**config.mk**
```make
export PLATFORM = sky130hd
export DESIGN_NAME = wav_header_parser
export DESIGN_NICKNAME = d
export VERILOG_FILES = /design/src/design/wavhp_pkg.sv /design/src/design/wav_header_parser.sv /design/src/design/wavhp_front.sv /design/src/design/wavhp_queue.sv /design/src/design/wavhp_back.sv
export VERILOG_INCLUDE_DIRS = /design/src /design/src/design
export SDC_FILE = /design/constraint.sdc
export NUM_CORES = 1
export LEC_CHECK = 0
export BUFFER_PORTS_ARGS = -buffer_cell sky130_fd_sc_hd__buf_2
export CELL_PAD_IN_SITES_DETAIL_PLACEMENT = 2
export CELL_PAD_IN_SITES_GLOBAL_PLACEMENT = 2
export CORE_MARGIN = 4
export CORE_UTILIZATION = 44
export DETAILED_ROUTE_END_ITERATION = 16
export GPL_ROUTABILITY_DRIVEN = 0
export PLACE_DENSITY_LB_ADDON = 0.25
export REMOVE_ABC_BUFFERS = 1
export SETUP_SLACK_MARGIN = 0.2
export SYNTH_ARGS = -nofsm -noshare
export SYNTH_HDL_FRONTEND = slang
export SYNTH_SLANG_ARGS = --single-unit
```
**constraint.sdc**
```tcl
create_clock -name clk -period 34.4 [get_ports clk]
set_input_delay 3.44 -clock clk [delete_from_list [all_inputs] [get_ports clk]]
set_output_delay 3.44 -clock clk [all_outputs]
set_load 0.005 [all_outputs]
```
**src/design/wav_header_parser_assert.svh**
```systemverilog
// Assertion macros for the WAV header parser.
`ifndef WAV_HEADER_PARSER_ASSERT_SVH
`define WAV_HEADER_PARSER_ASSERT_SVH

`ifndef SYNTH
`define WHP_ASSERT_ALWAYS(name, clk, rstn, prop) \
    name: assert property (@(posedge clk) disable iff (!rstn) prop) \
        else $error("wav_header_parser check failed");
`define WHP_ASSERT_NEXT(name, clk, rstn, ante, cons) \
    name: assert property (@(posedge clk) disable iff (!rstn) (ante) |=> (cons)) \
        else $error("wav_header_parser check failed");
`else
`define WHP_ASSERT_ALWAYS(name, clk, rstn, prop)
`define WHP_ASSERT_NEXT(name, clk, rstn, ante, cons)
`endif

`endif

```
**src/design/wavhp_pkg.sv**
```systemverilog
// Shared types and constants of the WAV header parser.
package wavhp_pkg;

    localparam logic [31:0] TAG_RIFF = 32'h52494646;
    localparam logic [31:0] TAG_WAVE = 32'h57415645;
    localparam logic [31:0] TAG_FMT  = 32'h666D7420;
    localparam logic [31:0] TAG_DATA = 32'h64617461;

    localparam logic [31:0] SEARCH_START      = 32'd12;
    localparam logic [31:0] FMT_SIZE_EXPECTED = 32'd16;
    localparam logic [32:0] TAG_HDR_BYTES     = 33'd8;
    localparam logic [31:0] WORD_MAX          = 32'hFFFFFFFF;

    localparam int QUEUE_DEPTH_DEFAULT = 2;

    typedef enum logic [2:0] {
        ST_OK          = 3'd0,
        ST_NOT_WAV     = 3'd1,
        ST_TAG_MISSING = 3'd2,
        ST_BAD_FMT     = 3'd3,
        ST_NOT_PCM     = 3'd4,
        ST_TRUNCATED   = 3'd5
    } status_t;

    // One classified byte on its way from the front to the back
    typedef struct packed {
        logic [7:0]  data;
        logic        last;
        logic        take;      // position not saturated: search and capture
        logic        chk_riff;  // fourth byte of the file
        logic        chk_wave;  // twelfth byte of the file
        logic        srch;      // a tag may end here
        logic [31:0] idx;       // byte position
        logic [31:0] count;     // bytes received including this one
    } item_t;

endpackage

```
**src/design/wav_header_parser.sv**
```systemverilog
// Top level of the streaming WAV header parser.
//
//   channel  | direction | handshake             | payload
//   ---------+-----------+-----------------------+-------------------------------------
//   bytes    | in        | in_valid / in_ready   | file_byte, end_of_file
//   result   | out       | out_valid / out_ready | status, fmt fields, offsets, total
//
// One byte is taken every cycle while the queue has room; the front counts and
// classifies it, and the back searches and captures it once it leaves the QUEUE_DEPTH-entry queue.
// out_valid is registered and rises once the back pops the last byte of a file.
// A waiting result stalls the back only when the next item is a last byte;
// in_ready then falls once the queue holds QUEUE_DEPTH items.
// Reset clears the byte counter, the queue and all parse state at once.
`include "wav_header_parser_assert.svh"

module wav_header_parser
    import wavhp_pkg::*;
#(
    parameter int QUEUE_DEPTH = QUEUE_DEPTH_DEFAULT
)
(
    input  logic        clk,
    input  logic        rst_n,
    input  logic        in_valid,
    output logic        in_ready,
    input  logic [7:0]  file_byte,
    input  logic        end_of_file,
    output logic        out_valid,
    input  logic        out_ready,
    output logic [2:0]  status,
    output logic [15:0] audio_format,
    output logic [15:0] channel_count,
    output logic [31:0] sample_freq,
    output logic [31:0] bytes_per_sec,
    output logic [15:0] frame_bytes,
    output logic [15:0] sample_bits,
    output logic [12:0] sample_bytes,
    output logic [31:0] payload_offset,
    output logic [31:0] payload_length,
    output logic [31:0] total_bytes
);

    logic  q_full;
    logic  q_empty;
    logic  push;
    logic  pop;
    item_t wr_item;
    item_t rd_item;

    // Count and classify incoming bytes
    wavhp_front u_front (
        .clk         (clk),
        .rst_n       (rst_n),
        .in_valid    (in_valid),
        .in_ready    (in_ready),
        .file_byte   (file_byte),
        .end_of_file (end_of_file),
        .q_full      (q_full),
        .push        (push),
        .item        (wr_item)
    );

    // Decouple front and back
    wavhp_queue #(
        .DEPTH (QUEUE_DEPTH)
    ) u_queue (
        .clk   (clk),
        .rst_n (rst_n),
        .push  (push),
        .wdata (wr_item),
        .full  (q_full),
        .pop   (pop),
        .rdata (rd_item),
        .empty (q_empty)
    );

    // Parse and report
    wavhp_back u_back (
        .clk            (clk),
        .rst_n          (rst_n),
        .q_empty        (q_empty),
        .item           (rd_item),
        .pop            (pop),
        .out_valid      (out_valid),
        .out_ready      (out_ready),
        .status         (status),
        .audio_format   (audio_format),
        .channel_count  (channel_count),
        .sample_freq    (sample_freq),
        .bytes_per_sec  (bytes_per_sec),
        .frame_bytes    (frame_bytes),
        .sample_bits    (sample_bits),
        .sample_bytes   (sample_bytes),
        .payload_offset (payload_offset),
        .payload_length (payload_length),
        .total_bytes    (total_bytes)
    );

    `WHP_ASSERT_ALWAYS(a_status_range, clk, rst_n, (out_valid |-> status <= ST_TRUNCATED))
    `WHP_ASSERT_ALWAYS(a_err_no_payload, clk, rst_n,
        ((out_valid && status != ST_OK) |->
         (sample_bytes == 13'd0 && payload_offset == 32'd0 && payload_length == 32'd0)))
    `WHP_ASSERT_ALWAYS(a_ok_is_pcm, clk, rst_n,
        ((out_valid && status == ST_OK) |->
         (audio_format == 16'd1 && sample_bytes == sample_bits[15:3] &&
          total_bytes >= SEARCH_START)))
    `WHP_ASSERT_NEXT(a_queue_fills, clk, rst_n, (push && q_empty), (!q_empty))

endmodule

```
**src/design/wavhp_front.sv**
```systemverilog
// Front part: accepts bytes, counts positions and classifies each item.
module wavhp_front
    import wavhp_pkg::*;
(
    input  logic       clk,
    input  logic       rst_n,
    input  logic       in_valid,
    output logic       in_ready,
    input  logic [7:0] file_byte,
    input  logic       end_of_file,
    input  logic       q_full,
    output logic       push,
    output item_t      item
);

    logic [31:0] pos_reg;
    logic [31:0] pos_next;
    logic [31:0] pos_inc;
    logic        take;

    assign in_ready = !q_full;
    assign push     = in_valid && in_ready;
    assign take     = (pos_reg != WORD_MAX);
    assign pos_inc  = take ? (pos_reg + 32'd1) : pos_reg;

    // Classify the byte by its position
    always_comb
    begin
        item.data     = file_byte;
        item.last     = end_of_file;
        item.take     = take;
        item.chk_riff = (pos_reg == 32'd3);
        item.chk_wave = (pos_reg == SEARCH_START - 32'd1);
        item.srch     = (pos_reg >= SEARCH_START + 32'd3);
        item.idx      = pos_reg;
        item.count    = pos_inc;
    end

    // Advance the position; restart at the end of a file
    always_comb
    begin
        pos_next = pos_reg;
        if (push)
        begin
            pos_next = end_of_file ? 32'd0 : pos_inc;
        end
    end

    always_ff @(posedge clk or negedge rst_n)
    begin
        if (!rst_n)
        begin
            pos_reg <= 32'd0;
        end
        else
        begin
            pos_reg <= pos_next;
        end
    end

endmodule

```
**src/design/wavhp_queue.sv**
```systemverilog
// Short queue of classified items between front and back.
module wavhp_queue
    import wavhp_pkg::*;
#(
    parameter int DEPTH = QUEUE_DEPTH_DEFAULT
)
(
    input  logic  clk,
    input  logic  rst_n,
    input  logic  push,
    input  item_t wdata,
    output logic  full,
    input  logic  pop,
    output item_t rdata,
    output logic  empty
);

    localparam int PW = (DEPTH > 1) ? $clog2(DEPTH) : 1;
    localparam int CW = $clog2(DEPTH + 1);
    localparam logic [PW-1:0] LAST_PTR = PW'(DEPTH - 1);
    localparam logic [CW-1:0] FULL_CNT = CW'(DEPTH);

    item_t         mem [DEPTH];
    logic [PW-1:0] wr_ptr_reg;
    logic [PW-1:0] rd_ptr_reg;
    logic [CW-1:0] cnt_reg;

    assign full  = (cnt_reg == FULL_CNT);
    assign empty = (cnt_reg == '0);
    assign rdata = mem[rd_ptr_reg];

    // Store the incoming item
    always_ff @(posedge clk)
    begin
        if (push)
        begin
            mem[wr_ptr_reg] <= wdata;
        end
    end

    // Advance pointers and fill count
    always_ff @(posedge clk or negedge rst_n)
    begin
        if (!rst_n)
        begin
            wr_ptr_reg <= '0;
            rd_ptr_reg <= '0;
            cnt_reg    <= '0;
        end
        else
        begin
            if (push)
            begin
                wr_ptr_reg <= (wr_ptr_reg == LAST_PTR) ? '0 : wr_ptr_reg + PW'(1);
            end
            if (pop)
            begin
                rd_ptr_reg <= (rd_ptr_reg == LAST_PTR) ? '0 : rd_ptr_reg + PW'(1);
            end
            if (push && !pop)
            begin
                cnt_reg <= cnt_reg + CW'(1);
            end
            else if (pop && !push)
            begin
                cnt_reg <= cnt_reg - CW'(1);
            end
        end
    end

endmodule

```
**src/design/wavhp_back.sv**
```systemverilog
// Back part: tag search, field capture, status and the output register.
module wavhp_back
    import wavhp_pkg::*;
(
    input  logic        clk,
    input  logic        rst_n,
    input  logic        q_empty,
    input  item_t       item,
    output logic        pop,
    output logic        out_valid,
    input  logic        out_ready,
    output logic [2:0]  status,
    output logic [15:0] audio_format,
    output logic [15:0] channel_count,
    output logic [31:0] sample_freq,
    output logic [31:0] bytes_per_sec,
    output logic [15:0] frame_bytes,
    output logic [15:0] sample_bits,
    output logic [12:0] sample_bytes,
    output logic [31:0] payload_offset,
    output logic [31:0] payload_length,
    output logic [31:0] total_bytes
);

    // Parse state
    logic [31:0]      last4_reg,    last4_next;
    logic             magic_reg,    magic_next;
    logic             fmt_seen_reg, fmt_seen_next;
    logic [31:0]      fmt_pos_reg,  fmt_pos_next;
    logic             data_seen_reg, data_seen_next;
    logic [31:0]      data_pos_reg, data_pos_next;
    logic [31:0]      size_reg,     size_next;
    logic [1:0][63:0] fields_reg,   fields_next;
    logic [1:0]       done_reg,     done_next;
    logic [31:0]      len_reg,      len_next;

    // Output register
    logic             out_valid_reg;
    status_t          status_reg;
    logic [1:0][63:0] res_fields_reg;
    logic [12:0]      sample_bytes_reg;
    logic [31:0]      offset_reg;
    logic [31:0]      length_reg;
    logic [31:0]      total_reg;

    logic [31:0] shift;
    logic [31:0] fk;
    logic [31:0] dk;
    logic [3:0]  fj;
    logic [32:0] fmt_end;
    logic [32:0] data_off;
    logic        size_ok;
    logic        show_fmt;
    status_t     st;

    assign pop = !q_empty && (!item.last || !out_valid_reg || out_ready);

    assign shift = {last4_reg[23:0], item.data};
    assign fk    = item.idx - fmt_pos_reg;
    assign dk    = item.idx - data_pos_reg;
    assign fj    = fk[3:0] - 4'd8;

    // Match tags and capture little-endian fields for this byte
    always_comb
    begin
        last4_next     = last4_reg;
        magic_next     = magic_reg;
        fmt_seen_next  = fmt_seen_reg;
        fmt_pos_next   = fmt_pos_reg;
        data_seen_next = data_seen_reg;
        data_pos_next  = data_pos_reg;
        size_next      = size_reg;
        fields_next    = fields_reg;
        done_next      = done_reg;
        len_next       = len_reg;
        if (item.take)
        begin
            last4_next = shift;
            if (item.chk_riff && shift != TAG_RIFF)
            begin
                magic_next = 1'b0;
            end
            if (item.chk_wave && shift != TAG_WAVE)
            begin
                magic_next = 1'b0;
            end
            if (fmt_seen_reg)
            begin
                // size word four to seven bytes after the tag
                if (fk[31:2] == 30'd1)
                begin
                    size_next[{fk[1:0], 3'b000} +: 8] = item.data;
                end
                // format fields eight to twenty-three bytes after the tag
                if (fk[31:5] == 27'd0 && (fk[4] ^ fk[3]))
                begin
                    fields_next[fj[3]][{fj[2:0], 3'b000} +: 8] = item.data;
                    if (fj == 4'hF)
                    begin
                        done_next[0] = 1'b1;
                    end
                end
            end
            if (data_seen_reg && dk[31:2] == 30'd1)
            begin
                len_next[{dk[1:0], 3'b000} +: 8] = item.data;
                if (dk[1:0] == 2'd3)
                begin
                    done_next[1] = 1'b1;
                end
            end
            if (item.srch)
            begin
                if (!fmt_seen_reg && shift == TAG_FMT)
                begin
                    fmt_seen_next = 1'b1;
                    fmt_pos_next  = item.idx - 32'd3;
                end
                if (!data_seen_reg && shift == TAG_DATA)
                begin
                    data_seen_next = 1'b1;
                    data_pos_next  = item.idx - 32'd3;
                end
            end
        end
    end

    // Work out the status of the file on its last byte
    assign fmt_end  = {1'b0, fmt_pos_next} + TAG_HDR_BYTES;
    assign data_off = {1'b0, data_pos_next} + TAG_HDR_BYTES;
    assign size_ok  = fmt_seen_next && (fmt_end <= {1'b0, item.count});

    always_comb
    begin
        st       = ST_OK;
        show_fmt = 1'b0;
        if (!magic_next || item.count < SEARCH_START)
        begin
            st = ST_NOT_WAV;
        end
        else if (!fmt_seen_next || !data_seen_next)
        begin
            st = ST_TAG_MISSING;
        end
        else if (size_ok && size_next != FMT_SIZE_EXPECTED)
        begin
            st = ST_BAD_FMT;
        end
        else if (size_ok && done_next[0] && fields_next[0][15:0] != 16'd1)
        begin
            st       = ST_NOT_PCM;
            show_fmt = 1'b1;
        end
        else if (!size_ok || !done_next[0] || !done_next[1])
        begin
            st       = ST_TRUNCATED;
            show_fmt = size_ok && done_next[0];
        end
        else
        begin
            st       = ST_OK;
            show_fmt = 1'b1;
        end
    end

    // Hold parse state; drop it at the end of each file
    always_ff @(posedge clk or negedge rst_n)
    begin
        if (!rst_n)
        begin
            last4_reg     <= '0;
            magic_reg     <= 1'b1;
            fmt_seen_reg  <= 1'b0;
            fmt_pos_reg   <= '0;
            data_seen_reg <= 1'b0;
            data_pos_reg  <= '0;
            size_reg      <= '0;
            fields_reg    <= '0;
            done_reg      <= '0;
            len_reg       <= '0;
        end
        else if (pop)
        begin
            if (item.last)
            begin
                last4_reg     <= '0;
                magic_reg     <= 1'b1;
                fmt_seen_reg  <= 1'b0;
                fmt_pos_reg   <= '0;
                data_seen_reg <= 1'b0;
                data_pos_reg  <= '0;
                size_reg      <= '0;
                fields_reg    <= '0;
                done_reg      <= '0;
                len_reg       <= '0;
            end
            else
            begin
                last4_reg     <= last4_next;
                magic_reg     <= magic_next;
                fmt_seen_reg  <= fmt_seen_next;
                fmt_pos_reg   <= fmt_pos_next;
                data_seen_reg <= data_seen_next;
                data_pos_reg  <= data_pos_next;
                size_reg      <= size_next;
                fields_reg    <= fields_next;
                done_reg      <= done_next;
                len_reg       <= len_next;
            end
        end
    end

    // Hold the result until it is taken
    always_ff @(posedge clk or negedge rst_n)
    begin
        if (!rst_n)
        begin
            out_valid_reg <= 1'b0;
        end
        else if (pop && item.last)
        begin
            out_valid_reg <= 1'b1;
        end
        else if (out_ready)
        begin
            out_valid_reg <= 1'b0;
        end
    end

    always_ff @(posedge clk)
    begin
        if (pop && item.last)
        begin
            status_reg     <= st;
            res_fields_reg <= show_fmt ? fields_next : '0;
            total_reg      <= item.count;
            if (st == ST_OK)
            begin
                sample_bytes_reg <= fields_next[1][63:51];
                offset_reg       <= data_off[32] ? WORD_MAX : data_off[31:0];
                length_reg       <= len_next;
            end
            else
            begin
                sample_bytes_reg <= '0;
                offset_reg       <= '0;
                length_reg       <= '0;
            end
        end
    end

    assign out_valid      = out_valid_reg;
    assign status         = status_reg;
    assign audio_format   = res_fields_reg[0][15:0];
    assign channel_count  = res_fields_reg[0][31:16];
    assign sample_freq    = res_fields_reg[0][63:32];
    assign bytes_per_sec  = res_fields_reg[1][31:0];
    assign frame_bytes    = res_fields_reg[1][47:32];
    assign sample_bits    = res_fields_reg[1][63:48];
    assign sample_bytes   = sample_bytes_reg;
    assign payload_offset = offset_reg;
    assign payload_length = length_reg;
    assign total_bytes    = total_reg;

endmodule
```
==> metrics.md <==
| Metric | Value |
|---|---|
| Outcome | finished, final reports clean |
| Drt pass-1 iters | 8 |
| Die area | 91200 µm² |
| Postcts setup bufs | 0 |
| Post-Syn Area | 38000 µm² |
| Count of final setup violators | 0 |
| Cells after Synth | 3594 |
| Die Width | 302 µm |
| H-Tree Depth | 3 |
| Layout cells sized above 1 | 15.4% |
| Min Tclk post-route | 9.59 ns |
| Max reg flops | 154 |
| Pwr/cell area | 83.7 nW/µm² |
| Post-synth EDFFs | 394 |
| Port bufs | 254 |
| First-pass GRT wire length | 225 mm |
| CTS tree | yes |
| Crit path max-delay cell type | nor2_1 |
| Core area | 85400 µm² |
| Main synth FF type | edfxtp_1 |
| Vert. Die Dim | 302 µm |
| Clock Pin Slew Worst Setup and Hold Paths | 0.07 ns |
| CP max stage delay | 0.81 ns |
| Synth top cells by count | edfxtp_1 (394), nand2_1 (338), dfrtp_1 (321), o21ai_0 (264), nor2_1 (254) |
| Worst-margin pin slew | 1.25 ns |
| Starting Density | 44.5% |
| Setup Skew | 0.0306 ns |
| VDD IR-drop max | 0.0000637 V |
| Initial antenna violation count | 2 |
| Final wirelength | 150 mm |
| Worst path bufs/invs | 3 |
| Fillers | 8690 |
| Vias in the first global route | 35000 |
| Fmax | 104 MHz |
| Setup TNS | 0 ns |
| Yosys reg bits | 716 |
| DRT iter0 DRCs | 2403 |
| Clock sink count | 716 |
| Worst min path class | register to register |
| Synth Area per Inst | 10.6 µm² |
| GRT overflow | 0 |
| Critical path startpoint category | register |
| Ratio of final minimum period to clock period | 27.9% |
| Sw frac | 42.8% |
| Post-route DRC violation count | 0 |
| Detail Route Antenna Nets | 0 |
| Max_cap viols | 0 |
| Via density | 6.36 |
| FP Rows | 107 |
| Max FO, Critical Path | 91 |
| Sequential power share | 34.0% |
| Finished Layout Cells | 4985 |
| Clock buffer depth | 3 |
| Synth warnings | 0 |
| Critical Path AT | 10.04 ns |
| Hold buffer count at cts | 0 |
| All-Layer GR Usage | 32.2% |
| Crit path capture type | register |
| Post-synth ARST share | 45.0% |
| I/O pin count | 255 |
| Slew headroom | 16.2% |
| Root buffer cell | clkbuf_16 |
| Clk_lat worst skew | 0.67 ns |
| Largest net degree at the start of global routing | 139 |
| Psw | 1.54 mW |
| Critical path's most frequent cell | nor3_1 |
| Avg WL per Cell | 30.1 µm |
| Top-count cell post-synth | edfxtp_1 |
| Top-area cell type share of the netlist area | 31.1% |
| Clock buffer count from CTS | 82 |
| Dpl cells | 4829 |
| Post-DP HPWL | 103 mm |
| Top cells by area, synth | edfxtp_1 (31%), dfrtp_1 (21%), mux2i_1 (5.1%) |
| Sequential cell area fraction in the yosys report | 52.3% |
| Synth area leader | edfxtp_1 |
| WP data required | 34.85 ns |
| Part of the power in the clock network | 25.0% |
| RSZ-0062 raised after global routing | no |
| Slew Viols, Final | 0 |
| Leakage power | 16.1 nW |
| Nets | 3896 |
| Combinational power share | 40.9% |
| Internal power | 2.06 mW |
| Vias | 31700 |
| Critical path class | register to register |
| Cell variety after synth | 100 |
| Delay-heaviest family, CP | simple AND/OR/NAND/NOR gates |
| Hold Fails Final Rpt | 0 |
| Layout area overhead | 13.2% |
| Post-CTS sizing | 0 |
## power by group through the flow
stage | Clock, mW | Sequential (mW) | Combinational [mW]
after detailed placement | 0 | 1.24 | 1.43
after floorplan | 0 | 1.29 | 0.787
after CTS | 0.913 | 1.23 | 1.46
after global placement | 0 | 1.22 | 1.35
after global routing | 0.952 | 1.24 | 1.57
final | 0.903 | 1.23 | 1.48
## kinds of logic (layout without fill, tap and decap cells)
family / count (synthesis) / after routing / share of synthesized area [%]
xor gates and xnor gates: 140 / 140 / 3.24
muxes: 231 / 231 / 6.25
AOI/OAI and AO/OA: 831 / 831 / 14.4
other: 0 / 2 / 0
and+or+nand+nor: 1220 / 1220 / 16.2
buffers and inverters: 342 / 587 / 3.79
DFF: 716 / 716 / 52.3
adders and majority gates: 114 / 114 / 3.79
## layout make-up
| type | count | area, µm² | share of cell area, % |
|---|---|---|---|
| flip-flops and latches | 716 | 19900 | 46.2 |
| multi-input cells | 2536 | 16900 | 39.2 |
| clock buffers | 110 | 2260 | 5.24 |
| repair buffers | 294 | 1590 | 3.70 |
| well taps | 1144 | 1430 | 3.32 |
| inverters | 139 | 522 | 1.21 |
| clock inverters | 44 | 484 | 1.12 |
| diodes | 2 | 5.00 | 0.0116 |
## per-stage QoR
stage	hold WS (ns)	total power, mW	worst slack [ns]	cell area (µm²)	util (%)
finish	0.493	3.60	24.81	43100	50.4
global route	0.507	3.76	24.26	43100	50.4
floorplan	0.441	2.08	16.90	37100	-
detailed placement	0.477	2.67	25.13	40300	47.2
global placement	0.453	2.57	25.70	40300	47.2
CTS	0.490	3.60	24.97	43100	50.4
## worst min-delay path: stages (launching register included)
cell,delay (ns)
dfrtp_1,0.34
nand2_1,0.05
o21ai_0,0.06
## metal layers
layer / global-route usage [%] / vias to the layer above / routed length (µm)
li1: - / 13600 / -
met1: 38.7 / 16500 / 58700
met2: 56.1 / 1183 / 74300
met3: 4.59 / 452 / 7770
met4: 17.1 / 0 / 9160
met5: 0 / - / 0
## final timing paths
| path | startpoint | end | slack, ns | cells after the start |
|---|---|---|---|---|
| setup reg to reg | u_queue.rd_ptr_reg | u_back.bytes_per_sec[15] | 24.81 | 25 |
| hold / removal | u_back.len_reg[2] | u_back.len_reg[2] | 0.49 | 2 |
| max in group asynchronous | rst_n | u_back.len_reg[17] | 29.79 | 2 |
| hold reg to reg | u_back.len_reg[2] | u_back.len_reg[2] | 0.49 | 2 |
| setup / recovery | u_queue.rd_ptr_reg | u_back.bytes_per_sec[15] | 24.81 | 25 |
| min in group asynchronous | rst_n | u_back.fields_reg[94] | 2.91 | 1 |
## layout by cell type, fill, tap and decap left out, drive strengths merged, types with 58 or more instances in the layout
cell type    n
xor2        58
xnor2       82
inv        143
clkbuf     110
nor2       265
edfxtp     394
buf        294
a22o       111
a21oi      143
ha         112
nand2      340
o21ai      295
nor3       221
mux2i      195
dfrtp      321
nand4       71
Note: power is estimated with default switching activity, not from simulation.
